===== src/hdl/json_token_scanner_macros.svh =====
// Assertion helpers for the JSON token scanner
`ifndef JSON_TOKEN_SCANNER_MACROS_SVH
`define JSON_TOKEN_SCANNER_MACROS_SVH

// Same-cycle implication, disabled while reset is asserted
`define JTS_ASSERT_SAME(label, clk, rst_n, ante, cons, msg) \
    label: assert property (@(posedge clk) disable iff (!rst_n) (ante) |-> (cons)) \
        else $error(msg);

// Next-cycle implication, disabled while reset is asserted
`define JTS_ASSERT_NEXT(label, clk, rst_n, ante, cons, msg) \
    label: assert property (@(posedge clk) disable iff (!rst_n) (ante) |=> (cons)) \
        else $error(msg);

`endif


===== src/hdl/jts_pkg.sv =====
`timescale 1ns / 1ps

package jts_pkg;

    // Token event codes
    typedef enum logic [3:0] {
        EV_NONE      = 4'd0,
        EV_STR_START = 4'd1,
        EV_STR_CHAR  = 4'd2,
        EV_STR_END   = 4'd3,
        EV_NUM_CHAR  = 4'd4,
        EV_NUM_END   = 4'd5,
        EV_OPEN_OBJ  = 4'd6,
        EV_CLOSE_OBJ = 4'd7,
        EV_OPEN_ARR  = 4'd8,
        EV_CLOSE_ARR = 4'd9,
        EV_COLON     = 4'd10,
        EV_COMMA     = 4'd11,
        EV_TRUE      = 4'd12,
        EV_FALSE     = 4'd13,
        EV_NULL      = 4'd14,
        EV_ILLEGAL   = 4'd15
    } event_t;

    localparam int CH_W = 21;
    typedef logic [CH_W-1:0] char_t;

    // Character codes
    localparam char_t CH_SPACE    = 21'h20;
    localparam char_t CH_TAB      = 21'h09;
    localparam char_t CH_LF       = 21'h0A;
    localparam char_t CH_CR       = 21'h0D;
    localparam char_t CH_QUOTE    = 21'h22;
    localparam char_t CH_BSLASH   = 21'h5C;
    localparam char_t CH_SLASH    = 21'h2F;
    localparam char_t CH_LBRACE   = 21'h7B;
    localparam char_t CH_RBRACE   = 21'h7D;
    localparam char_t CH_LBRACKET = 21'h5B;
    localparam char_t CH_RBRACKET = 21'h5D;
    localparam char_t CH_COLON    = 21'h3A;
    localparam char_t CH_COMMA    = 21'h2C;
    localparam char_t CH_MINUS    = 21'h2D;
    localparam char_t CH_PLUS     = 21'h2B;
    localparam char_t CH_DOT      = 21'h2E;
    localparam char_t CH_ZERO     = 21'h30;
    localparam char_t CH_NINE     = 21'h39;
    localparam char_t CH_LC_A     = 21'h61;
    localparam char_t CH_LC_B     = 21'h62;
    localparam char_t CH_LC_E     = 21'h65;
    localparam char_t CH_LC_F     = 21'h66;
    localparam char_t CH_LC_L     = 21'h6C;
    localparam char_t CH_LC_N     = 21'h6E;
    localparam char_t CH_LC_R     = 21'h72;
    localparam char_t CH_LC_S     = 21'h73;
    localparam char_t CH_LC_T     = 21'h74;
    localparam char_t CH_LC_U     = 21'h75;
    localparam char_t CH_UC_A     = 21'h41;
    localparam char_t CH_UC_E     = 21'h45;
    localparam char_t CH_UC_F     = 21'h46;

    function automatic logic is_ws(input char_t c);
        return (c == CH_SPACE) || (c == CH_TAB) || (c == CH_LF) || (c == CH_CR);
    endfunction

    function automatic logic is_digit(input char_t c);
        return (c >= CH_ZERO) && (c <= CH_NINE);
    endfunction

    function automatic logic is_hex(input char_t c);
        return is_digit(c) || ((c >= CH_LC_A) && (c <= CH_LC_F))
            || ((c >= CH_UC_A) && (c <= CH_UC_F));
    endfunction

    // Expected next letter for the literal states (after t/tr/tru, f..fals, n/nu/nul)
    function automatic char_t lit_expect(input logic [4:0] st);
        char_t c;
        case (st)
            5'd7:    c = CH_LC_R;
            5'd8:    c = CH_LC_U;
            5'd9:    c = CH_LC_E;
            5'd10:   c = CH_LC_A;
            5'd11:   c = CH_LC_L;
            5'd12:   c = CH_LC_S;
            5'd13:   c = CH_LC_E;
            5'd14:   c = CH_LC_U;
            5'd15:   c = CH_LC_L;
            5'd16:   c = CH_LC_L;
            default: c = '0;
        endcase
        return c;
    endfunction

endpackage


===== src/hdl/json_token_scanner.sv =====
`timescale 1ns / 1ps
// Channel   Dir  Fields (tdata from bit 0 up)              Ends
// s_*       in   tdata[20:0] ch                            one character
// m_*       out  tdata[3:0] event_res, [24:4] content_char tlast = last of a character
//
// One character per cycle unless m_tready stalls; a number closed by a brace,
// bracket or comma gives two results and holds the input while the single
// output register drains the second. A character is registered at input and output.
// rst_n clears the scanner state and all valid flags; payload is not reset.
// A stall on m_tready holds the output and backs up through s_tready.

`include "json_token_scanner_macros.svh"

module json_token_scanner
    import jts_pkg::*;
(
    input  logic        clk,
    input  logic        rst_n,
    input  logic        s_tvalid,
    output logic        s_tready,
    input  logic [23:0] s_tdata,   // [20:0] ch, [23:21] zero
    output logic        m_tvalid,
    input  logic        m_tready,
    output logic [31:0] m_tdata,   // [3:0] event_res, [24:4] content_char, [31:25] zero
    output logic        m_tlast
);

    typedef enum logic [4:0] {
        ST_GENERAL  = 5'd0,
        ST_STRING   = 5'd1,
        ST_ESCAPE   = 5'd2,
        ST_HEX1     = 5'd3,
        ST_HEX2     = 5'd4,
        ST_HEX3     = 5'd5,
        ST_HEX4     = 5'd6,
        ST_T1       = 5'd7,
        ST_T2       = 5'd8,
        ST_T3       = 5'd9,
        ST_F1       = 5'd10,
        ST_F2       = 5'd11,
        ST_F3       = 5'd12,
        ST_F4       = 5'd13,
        ST_N1       = 5'd14,
        ST_N2       = 5'd15,
        ST_N3       = 5'd16,
        ST_ZERO     = 5'd17,
        ST_DOT      = 5'd18,
        ST_FRAC     = 5'd19,
        ST_EXP      = 5'd20,
        ST_EXP_DIG  = 5'd21,
        ST_EXP_SIGN = 5'd22,
        ST_MINUS    = 5'd23,
        ST_INT      = 5'd24
    } state_t;

    // Input register
    logic   in_valid_reg;
    char_t  ch_reg;

    // Scanner state
    state_t state_reg, state_next;

    // Output register and pending second result
    logic   out_valid_reg;
    event_t out_event_reg;
    char_t  out_char_reg;
    logic   out_last_reg;
    logic   pend_valid_reg;
    event_t pend_event_reg;

    // Decode results
    event_t ev_a, ev_b;
    logic   carry_char;
    logic   two_res;

    logic   out_free;
    logic   advance;

    assign out_free = !out_valid_reg || m_tready;
    assign advance  = in_valid_reg && out_free && !pend_valid_reg;
    assign s_tready = !in_valid_reg || advance;

    // Character decode against the scanner state
    always_comb
    begin
        ev_a       = EV_ILLEGAL;
        ev_b       = EV_NONE;
        carry_char = 1'b0;
        two_res    = 1'b0;
        state_next = state_reg;
        case (state_reg)
            ST_GENERAL:
            begin
                if (is_ws(ch_reg))
                    ev_a = EV_NONE;
                else if (ch_reg == CH_QUOTE)
                begin
                    ev_a = EV_STR_START;
                    state_next = ST_STRING;
                end
                else if (ch_reg == CH_LBRACE)
                    ev_a = EV_OPEN_OBJ;
                else if (ch_reg == CH_RBRACE)
                    ev_a = EV_CLOSE_OBJ;
                else if (ch_reg == CH_LBRACKET)
                    ev_a = EV_OPEN_ARR;
                else if (ch_reg == CH_RBRACKET)
                    ev_a = EV_CLOSE_ARR;
                else if (ch_reg == CH_COLON)
                    ev_a = EV_COLON;
                else if (ch_reg == CH_COMMA)
                    ev_a = EV_COMMA;
                else if (ch_reg == CH_LC_T)
                begin
                    ev_a = EV_NONE;
                    state_next = ST_T1;
                end
                else if (ch_reg == CH_LC_F)
                begin
                    ev_a = EV_NONE;
                    state_next = ST_F1;
                end
                else if (ch_reg == CH_LC_N)
                begin
                    ev_a = EV_NONE;
                    state_next = ST_N1;
                end
                else if (ch_reg == CH_ZERO)
                begin
                    ev_a = EV_NUM_CHAR;
                    carry_char = 1'b1;
                    state_next = ST_ZERO;
                end
                else if (is_digit(ch_reg))
                begin
                    ev_a = EV_NUM_CHAR;
                    carry_char = 1'b1;
                    state_next = ST_INT;
                end
                else if (ch_reg == CH_MINUS)
                begin
                    ev_a = EV_NUM_CHAR;
                    carry_char = 1'b1;
                    state_next = ST_MINUS;
                end
            end
            ST_STRING:
            begin
                if (ch_reg == CH_QUOTE)
                begin
                    ev_a = EV_STR_END;
                    state_next = ST_GENERAL;
                end
                else
                begin
                    ev_a = EV_STR_CHAR;
                    carry_char = 1'b1;
                    if (ch_reg == CH_BSLASH)
                        state_next = ST_ESCAPE;
                end
            end
            ST_ESCAPE:
            begin
                if (ch_reg inside {CH_QUOTE, CH_BSLASH, CH_SLASH, CH_LC_B, CH_LC_F,
                                   CH_LC_N, CH_LC_R, CH_LC_T})
                begin
                    ev_a = EV_STR_CHAR;
                    carry_char = 1'b1;
                    state_next = ST_STRING;
                end
                else if (ch_reg == CH_LC_U)
                begin
                    ev_a = EV_STR_CHAR;
                    carry_char = 1'b1;
                    state_next = ST_HEX1;
                end
            end
            ST_HEX1, ST_HEX2, ST_HEX3, ST_HEX4:
            begin
                if (is_hex(ch_reg))
                begin
                    ev_a = EV_STR_CHAR;
                    carry_char = 1'b1;
                    state_next = (state_reg == ST_HEX4) ? ST_STRING
                                                        : state_t'(state_reg + 5'd1);
                end
            end
            ST_T1, ST_T2, ST_T3, ST_F1, ST_F2, ST_F3, ST_F4, ST_N1, ST_N2, ST_N3:
            begin
                if (ch_reg == lit_expect(state_reg))
                begin
                    if (state_reg == ST_T3)
                    begin
                        ev_a = EV_TRUE;
                        state_next = ST_GENERAL;
                    end
                    else if (state_reg == ST_F4)
                    begin
                        ev_a = EV_FALSE;
                        state_next = ST_GENERAL;
                    end
                    else if (state_reg == ST_N3)
                    begin
                        ev_a = EV_NULL;
                        state_next = ST_GENERAL;
                    end
                    else
                    begin
                        ev_a = EV_NONE;
                        state_next = state_t'(state_reg + 5'd1);
                    end
                end
            end
            ST_ZERO, ST_FRAC, ST_EXP_DIG, ST_INT:
            begin
                if (is_ws(ch_reg) || (ch_reg inside {CH_RBRACE, CH_RBRACKET, CH_COMMA}))
                begin
                    // Number ends; a structural terminator adds its own event
                    ev_a = EV_NUM_END;
                    state_next = ST_GENERAL;
                    if (ch_reg == CH_RBRACE)
                    begin
                        ev_b = EV_CLOSE_OBJ;
                        two_res = 1'b1;
                    end
                    else if (ch_reg == CH_RBRACKET)
                    begin
                        ev_b = EV_CLOSE_ARR;
                        two_res = 1'b1;
                    end
                    else if (ch_reg == CH_COMMA)
                    begin
                        ev_b = EV_COMMA;
                        two_res = 1'b1;
                    end
                end
                else if (is_digit(ch_reg) && (state_reg != ST_ZERO))
                begin
                    ev_a = EV_NUM_CHAR;
                    carry_char = 1'b1;
                end
                else if ((ch_reg == CH_DOT)
                         && ((state_reg == ST_ZERO) || (state_reg == ST_INT)))
                begin
                    ev_a = EV_NUM_CHAR;
                    carry_char = 1'b1;
                    state_next = ST_DOT;
                end
                else if (((ch_reg == CH_LC_E) || (ch_reg == CH_UC_E))
                         && (state_reg != ST_EXP_DIG))
                begin
                    ev_a = EV_NUM_CHAR;
                    carry_char = 1'b1;
                    state_next = ST_EXP;
                end
            end
            ST_DOT:
            begin
                if (is_digit(ch_reg))
                begin
                    ev_a = EV_NUM_CHAR;
                    carry_char = 1'b1;
                    state_next = ST_FRAC;
                end
            end
            ST_EXP:
            begin
                if ((ch_reg == CH_PLUS) || (ch_reg == CH_MINUS))
                begin
                    ev_a = EV_NUM_CHAR;
                    carry_char = 1'b1;
                    state_next = ST_EXP_SIGN;
                end
                else if (is_digit(ch_reg))
                begin
                    ev_a = EV_NUM_CHAR;
                    carry_char = 1'b1;
                    state_next = ST_EXP_DIG;
                end
            end
            ST_EXP_SIGN:
            begin
                if (is_digit(ch_reg))
                begin
                    ev_a = EV_NUM_CHAR;
                    carry_char = 1'b1;
                    state_next = ST_EXP_DIG;
                end
            end
            ST_MINUS:
            begin
                if (ch_reg == CH_ZERO)
                begin
                    ev_a = EV_NUM_CHAR;
                    carry_char = 1'b1;
                    state_next = ST_ZERO;
                end
                else if (is_digit(ch_reg))
                begin
                    ev_a = EV_NUM_CHAR;
                    carry_char = 1'b1;
                    state_next = ST_INT;
                end
            end
            default:
            begin
                // Unused codes recover to the general state
                ev_a = EV_ILLEGAL;
                state_next = ST_GENERAL;
            end
        endcase
    end

    // Input register
    always_ff @(posedge clk or negedge rst_n)
    begin
        if (!rst_n)
            in_valid_reg <= 1'b0;
        else if (s_tready)
            in_valid_reg <= s_tvalid;
    end

    always_ff @(posedge clk)
    begin
        if (s_tvalid && s_tready)
            ch_reg <= s_tdata[CH_W-1:0];
    end

    // Scanner state moves when a character leaves the input register
    always_ff @(posedge clk or negedge rst_n)
    begin
        if (!rst_n)
            state_reg <= ST_GENERAL;
        else if (advance)
            state_reg <= state_next;
    end

    // Output control
    always_ff @(posedge clk or negedge rst_n)
    begin
        if (!rst_n)
        begin
            out_valid_reg  <= 1'b0;
            pend_valid_reg <= 1'b0;
        end
        else if (out_free)
        begin
            if (pend_valid_reg)
            begin
                out_valid_reg  <= 1'b1;
                pend_valid_reg <= 1'b0;
            end
            else
            begin
                out_valid_reg  <= in_valid_reg;
                pend_valid_reg <= in_valid_reg && two_res;
            end
        end
    end

    // Output payload
    always_ff @(posedge clk)
    begin
        if (out_free)
        begin
            if (pend_valid_reg)
            begin
                out_event_reg <= pend_event_reg;
                out_char_reg  <= '0;
                out_last_reg  <= 1'b1;
            end
            else if (in_valid_reg)
            begin
                out_event_reg  <= ev_a;
                out_char_reg   <= carry_char ? ch_reg : '0;
                out_last_reg   <= !two_res;
                pend_event_reg <= ev_b;
            end
        end
    end

    assign m_tvalid = out_valid_reg;
    assign m_tdata  = {7'd0, out_char_reg, out_event_reg};
    assign m_tlast  = out_last_reg;

    // Checks
    `JTS_ASSERT_SAME(a_pend_behind_first, clk, rst_n, pend_valid_reg,
        out_valid_reg && !m_tlast, "second result pending without an open first result")
    `JTS_ASSERT_NEXT(a_two_sets_pend, clk, rst_n, advance && two_res,
        pend_valid_reg, "two-result character did not queue its second result")
    `JTS_ASSERT_SAME(a_no_accept_pending, clk, rst_n, pend_valid_reg,
        !advance, "character left the input register while a result was pending")
    `JTS_ASSERT_SAME(a_content_zero, clk, rst_n,
        out_valid_reg && (out_event_reg != EV_STR_CHAR) && (out_event_reg != EV_NUM_CHAR),
        out_char_reg == '0, "content set on an event that carries no character")

endmodule


===== config.mk =====
export PLATFORM = sky130hd
export DESIGN_NAME = json_token_scanner
export DESIGN_NICKNAME = d
export VERILOG_FILES = /design/src/hdl/jts_pkg.sv /design/src/hdl/json_token_scanner.sv
export VERILOG_INCLUDE_DIRS = /design/src /design/src/hdl
export SDC_FILE = /design/constraint.sdc
export NUM_CORES = 1
export LEC_CHECK = 0
export ABC_CLOCK_PERIOD_IN_PS = 3850
export BUFFER_PORTS_ARGS = -buffer_cell sky130_fd_sc_hd__buf_2
export CORE_MARGIN = 5
export CORE_UTILIZATION = 50
export DETAILED_ROUTE_END_ITERATION = 8
export PLACE_DENSITY = 0.77
export SYNTH_ARGS = -nofsm -noshare
export SYNTH_HDL_FRONTEND = slang
export SYNTH_SLANG_ARGS = --single-unit

===== constraint.sdc =====
create_clock -name clk -period 3.85 [get_ports clk]
set_input_delay 0.5775 -clock clk [delete_from_list [all_inputs] [get_ports clk]]
set_output_delay 0.5775 -clock clk [all_outputs]
set_load 0.01 [all_outputs]

==> results.ini, run 1 <==
[timing]
setup_violations=0
hold_viol=0
holdWs_ns=0.0942
finalCriticalPeriod_ns=3.51
finClkSkew_ns=0.0108
tns_ns=0
rsz0062_at_grt=no
fmax_ghz=0.285
setup_slack_ns=0.344
relSlewSlack_pct=19.9
tightest_slew_ns=1.20
fin_crit_sh_pct=91.1
drv_slew=0

[job]
maxCapViolations=0

[setup_path]
crit_path_cell_trace=inv_1 > ha_1 > or2_1 > o311a_1 > a21boi_0 > a21bo_1 > nor4_1 > a21oi_1 > and2_1
cp_data_required_time_ns=3.94
cp_max_fo=17
max_stage_delay_ns=0.51
slowest_stage=nor4_1
critical_path_class=reg -> reg
critPathCaptureType=flop
cp.arrival_ns=3.60
start_kind=flop

[power_and_ir_drop]
p_leak_nw=1.67
intPower_mw=1.64
p_comb_share_pct=44.3
p_sw_share_pct=39.4
cellPowerDensity_nw_per_um2=617
clock_power_share_pct=23.3
power_switching_mw=1.07
p_seq_share_pct=32.5
ir_worst_vdd_mv=0.313

[yosys]
ys_seq_elements=59
synth_area_um2=3850
ys_warn_count=0
synth_ff_type=edfxtp_1
yosysSeqAreaShare_pct=45.0
synth.distinct_cells=72
synth_edf_count=51
ys_async_sr_fraction_pct=13.6
avgSynthCellArea_um2=9.95
syn_inst=387

[global_routing]
grt_pass1_wl_mm=15.9
grt_max_degree=27
antenna_found_initial=0
grt_pass1_vias=3130
grt_overflow=0
track_usage_pct=20.8

[floorplanning]
rows=32
die_h_um=97.8
io_pins=63
start_util_pct=50.6
core_area_um2=7610
dieWidth_um=97.8
die_area_um2=9560

[cells_and_area]
fin_cells=540
fillers=666
fin_nets=472
drive_above_1_share_pct=21.0
ff_latch_area_um2=1730
syn2layout_area_growth_pct=14.0
multi_input_area_um2=1950
antennaDiodeCount=0

[clock_network]
clkSinkCount=59
cts_made_buffers=9
tritoncts=built
postCtsSetupBuffers=0
postCtsHoldBufs=0
clkTransAtPathRegs_ns=0.07
clk_path_buf_depth=2
cts-root-buf=clkbuf_8
cts_resized=0
cts_htree_levels=3
clock_latency_ns=0.34

[routing]
routedWlPerCell_um=18.0
antenna_left=0
dr.first_iter.drc_count=430
vias_per_cell=6.03
routed_wirelength_mm=9.73
vias=3257
drtPass1Iterations=6
drc=0

[place]
dp_slack_ns=0.420
portBuffers=52
globalplace.congestion=0.969
hpwl_mm=7.25
dp_cells=524

[run_status]
status=completed

[hold_path]
hold_path_class=in -> async

[per-stage QoR]
| stage | power (mW) | instance area [um^2] | util [%] |
|---|---|---|---|
| 3_5_place_dp | 2.06 | 4170 | 54.8 |
| 5_1_grt | 2.88 | 4390 | 57.7 |
| 6_report | 2.71 | 4390 | 57.7 |
| 2_1_floorplan | 1.75 | 3870 | - |
| 4_1_cts | 2.70 | 4390 | 57.7 |
| 3_3_place_gp | 2.05 | 4170 | 54.8 |
[layer usage]
layer	vias up	track usage [%]	part of all wire [%]
met2	143	32.4	46
met1	1548	28.2	44
li1	1545	-	-
met4	0	8.63	2.5
met5	-	0	0
met3	21	4.64	7.3
[cell usage after synthesis, drive strengths merged (4+ instances only)]
cell type / count / share of area, %
o21ai: 13 / 1.7
clkbuf: 16 / 1.6
dfrtp: 8 / 5.2
inv: 16 / 1.6
mux2i: 6 / 1.6
or4b: 4 / 1.1
a31oi: 9 / 1.5
edfxtp: 51 / 40
nor4: 12 / 2.5
xnor2: 6 / 1.4
nor2b: 11 / 1.8
nand2: 22 / 2.2
o211ai: 4 / 0.78
or2: 9 / 1.5
and3: 5 / 0.81
and2: 20 / 3.2
nand3: 12 / 1.6
a21o: 5 / 0.97
buf: 12 / 1.9
nand2b: 10 / 1.6
ha: 11 / 3.6
a32oi: 4 / 0.91
nor3: 19 / 2.6
nor2: 24 / 2.3
a21oi: 18 / 2.3
a211oi: 4 / 0.78
[critical path, delay by kind of cell (launching register included)]
kind / cells / cell delay (ns)
adder cells (fa/ha/maj): 1 / 0.33
AO/OA/AOI/OAI: 4 / 1.21
buffers and inverters: 1 / 0.14
flip-flops: 1 / 0.47
AND/OR/NAND/NOR: 3 / 1.11
[cells by family after synthesis]
family | Yosys count | synth area share (%)
and+or+nand+nor | 171 | 26.6
AOI/OAI and AO/OA | 87 | 16.2
DFF | 59 | 45.0
buffers and inverters | 44 | 5.07
adders and majority gates | 11 | 3.57
xor gates and xnor gates | 7 | 1.59
muxes | 7 | 1.95
other | 1 | 0.0974
[path summary, 6_finish.rpt]
kind                         startpoint          endpoint  slack (ns)  cells past startpoint
max                        state_reg[0]  out_char_reg[17]        0.34                      9
min                               rst_n      state_reg[0]        0.09                      1
max reg2reg                state_reg[0]  out_char_reg[17]        0.34                      9
min reg2reg                in_valid_reg          m_tvalid        0.51                      2
max in group asynchronous         rst_n    pend_valid_reg        3.56                      1
min in group clk             s_tdata[0]         ch_reg[0]        0.41                      1
[power by group through the flow]
stage | Clock [mW] | Sequential, mW | Combinational (mW)
after CTS | 0.645 | 0.878 | 1.17
after global placement | 0 | 0.887 | 1.16
after global routing | 0.671 | 0.893 | 1.31
after detailed placement | 0 | 0.892 | 1.17
final | 0.630 | 0.880 | 1.20
after floorplan | 0 | 0.883 | 0.868
[cell type report]
cell class,instances,share of cell area [%]
clock buffer,9,2.82
clock inverter,7,2.28
inverter,16,1.37
multi-input combinational,290,44.4
sequential,59,39.4
tap,102,2.91
timing repair buffer,57,6.78
[cells in the final DEF (no fill, tap or decap), types with 3 or more instances in the layout]
master    instances
a211oi_1          4
a21o_1            5
a21oi_1          18
a31oi_1           9
a32oi_1           4
and2_1           20
and3_1            5
and4b_1           3
buf_2            52
buf_4             5
clkbuf_8          9
clkinv_4          3
conb_1            7
dfrtp_1           8
edfxtp_1         51
ha_1             11
inv_1            16
mux2i_1           6
nand2_1          21
nand2b_1         10
nand3_1          12
nor2_1           23
nor2b_1          11
nor3_1           18
nor3b_1           3
nor4_1           10
o211ai_1          4
o21ai_0          12
o221ai_1          3
o31ai_1           3
or2_2             7
or4b_1            3
xnor2_1           6
(Power assumes the default switching activity.)
==> inputs of run 2 (changes only) <==
- CORE_UTILIZATION: 50 -> 53
- PLACE_DENSITY: 0.77 -> 0.81
==> run 2 against run 1 <==
Clock skew shrank 0.00098 ns. Via count up 0.12%. Combinational power about the same. Sequential power up 1%. Core utilization rose by 3.2 points. Die area is 5.1% lower. Global-route usage grew 1.8 points. Sequential cell count is the same. Highest routed layer unchanged.
==> results.ini, run 2 (synthesis gave the netlist of run 1 again) <==
[cells_and_area]
syn2layout_area_growth_pct=13.5
fin_nets=473  ; +0.21%
final_util_pct=60.9  ; +3.2 points
fin_cells=538  ; -0.37%
final_common_cell=buf_2
stdcell_area_um2=4370  ; -0.46%
drive_above_1_share_pct=21.2  ; +0.18 points
antennaDiodeCount=0  ; unchanged
final_cell_mix=buf_2 (52), edfxtp_1 (51), nor2_1 (23)

[clock_network]
clkSinkCount=59  ; unchanged
cts_resized=0  ; unchanged
cts_made_buffers=9  ; unchanged
tritoncts=built
clock_latency_ns=0.34  ; about the same
cts_htree_levels=3  ; unchanged
cts-root-buf=clkbuf_8
clk_path_buf_depth=2  ; unchanged
clkTransAtPathRegs_ns=0.07  ; about the same
postCtsSetupBuffers=0  ; unchanged
postCtsHoldBufs=0  ; unchanged

[hold_path]
hold_path_class=in -> async

[setup_path]
critPathMostFrequentCell=a21oi_1
cp.arrival_ns=3.74  ; +0.14 ns
max_stage_delay_ns=0.73  ; +0.22 ns
critical_path_class=reg -> reg
crit_path_cell_trace=inv_1 > ha_1 > nor2b_1 > o221ai_1 > nand2b_1 > a21oi_1 > or2_2 > a21oi_1 > and2_1
start_kind=flop
critPathCaptureType=flop
cp_max_fo=17  ; unchanged
slowest_stage=a21oi_1
cp_data_required_time_ns=4.05  ; +0.11 ns

[global_routing]
track_usage_pct=22.7  ; +1.8 points
grt_pass1_vias=3043  ; -2.8%
grt_max_degree=27  ; unchanged
antenna_found_initial=0  ; unchanged
grt_pass1_wl_mm=15.4  ; -2.7%
grt_overflow=0  ; unchanged

[routing]
vias_per_cell=6.06  ; +0.50%
dr.first_iter.drc_count=428  ; -0.47%
antenna_left=0  ; unchanged
drtPass1Iterations=5  ; -1
routed_wirelength_mm=9.71  ; -0.20%
drc=0  ; unchanged
routedWlPerCell_um=18.1  ; +0.18%
vias=3261  ; +0.12%

[floorplanning]
die_area_um2=9070  ; -5.1%
dieWidth_um=95.2  ; -2.6%
io_pins=63  ; unchanged
rows=31  ; -3.1%
start_util_pct=53.7  ; +3.0 points
core_area_um2=7180  ; -5.7%
die_h_um=95.2  ; -2.6%

[power_and_ir_drop]
cellPowerDensity_nw_per_um2=604  ; -2.2%
p_leak_nw=1.66  ; -0.75%
ir_worst_vdd_mv=0.380  ; +22%

[timing]
drv_slew=0  ; unchanged
tns_ns=0  ; unchanged
relSlewSlack_pct=20.7  ; +0.83 points
setup_violations=0  ; unchanged
rsz0062_at_grt=no
finalCriticalPeriod_ns=3.54  ; +0.0381 ns
fin_crit_sh_pct=92.0  ; +0.99 points
hold_viol=0  ; unchanged
finClkSkew_ns=0.00980  ; -0.000979 ns
tightest_slew_ns=1.19  ; -0.0125 ns
fmax_ghz=0.282  ; -1.1%

[place]
hpwl_mm=7.32  ; +0.98%
dp_cells=522  ; -0.38%
portBuffers=52  ; unchanged
dpl-instance-area_um2=4170  ; about the same
globalplace.congestion=0.992  ; +2.4%

[job]
maxCapViolations=0  ; unchanged

[run_status]
status=completed

==> run 2: cell types whose count changed in the layout (fill, tap and decap cells not counted), sizes merged <==
cell / change
bufinv: -1
clkinv: -1
clkinvlp: +2
buf: +1
==> run 2: where the power goes <==
group	total, mW	internal (mW)	switching (mW)
Combinational	1.19	0.463	0.727
Sequential	0.890	0.806	0.0841
Clock	0.559	0.301	0.258
Total	2.64	1.57	1.07
==> run 2: final timing paths <==
| check | cells after the start | start | slack [ns] | to |
|---|---|---|---|---|
| max in group asynchronous | 1 | rst_n | 3.56 | in_valid_reg |
| min reg2reg | 2 | in_valid_reg | 0.52 | m_tvalid |
| min | 1 | rst_n | 0.09 | pend_valid_reg |
| min in group clk | 1 | s_tdata[10] | 0.41 | ch_reg[10] |
| max reg2reg | 9 | state_reg[0] | 0.31 | out_char_reg[16] |
| max | 9 | state_reg[0] | 0.31 | out_char_reg[16] |
==> run 2: critical path, delay by kind of cell, from the launching register on <==
family	cells	cell delay (ns)
DFF	1	0.47
and+or+nand+nor	4	1.17
adders and majority gates	1	0.39
AOI/OAI and AO/OA	3	1.21
buffers and inverters	1	0.17
==> run 2: per-stage QoR <==
stage / setup slack, ns / hold WS (ns) / total power [mW]
finish: 0.306 / 0.0930 / 2.64
global route: 0.00186 / 0.0823 / 2.81
CTS: 0.360 / 0.0879 / 2.62
detailed placement: 0.373 / 0.449 / 2.06
global placement: 0.482 / 0.446 / 2.05
floorplan: 0.947 / 0.282 / 1.75
==> run 2: layout make-up <==
class | instances | area, um^2
repair buffers | 58 | 305
inverters | 16 | 60.1
multi-input cells | 290 | 1950
flip-flops and latches | 59 | 1730
fillers | 607 | 2810
clock inverters | 7 | 76.3
clock buffers | 9 | 124
well taps | 99 | 124
==> run 2: layer usage <==
metal	track usage, %	part of all wire (%)	vias up
met4	8.89	3.3	0
met1	30.1	41	1499
li1	-	-	1545
met3	6.00	9.4	25
met5	0	0	-
met2	35.3	47	192
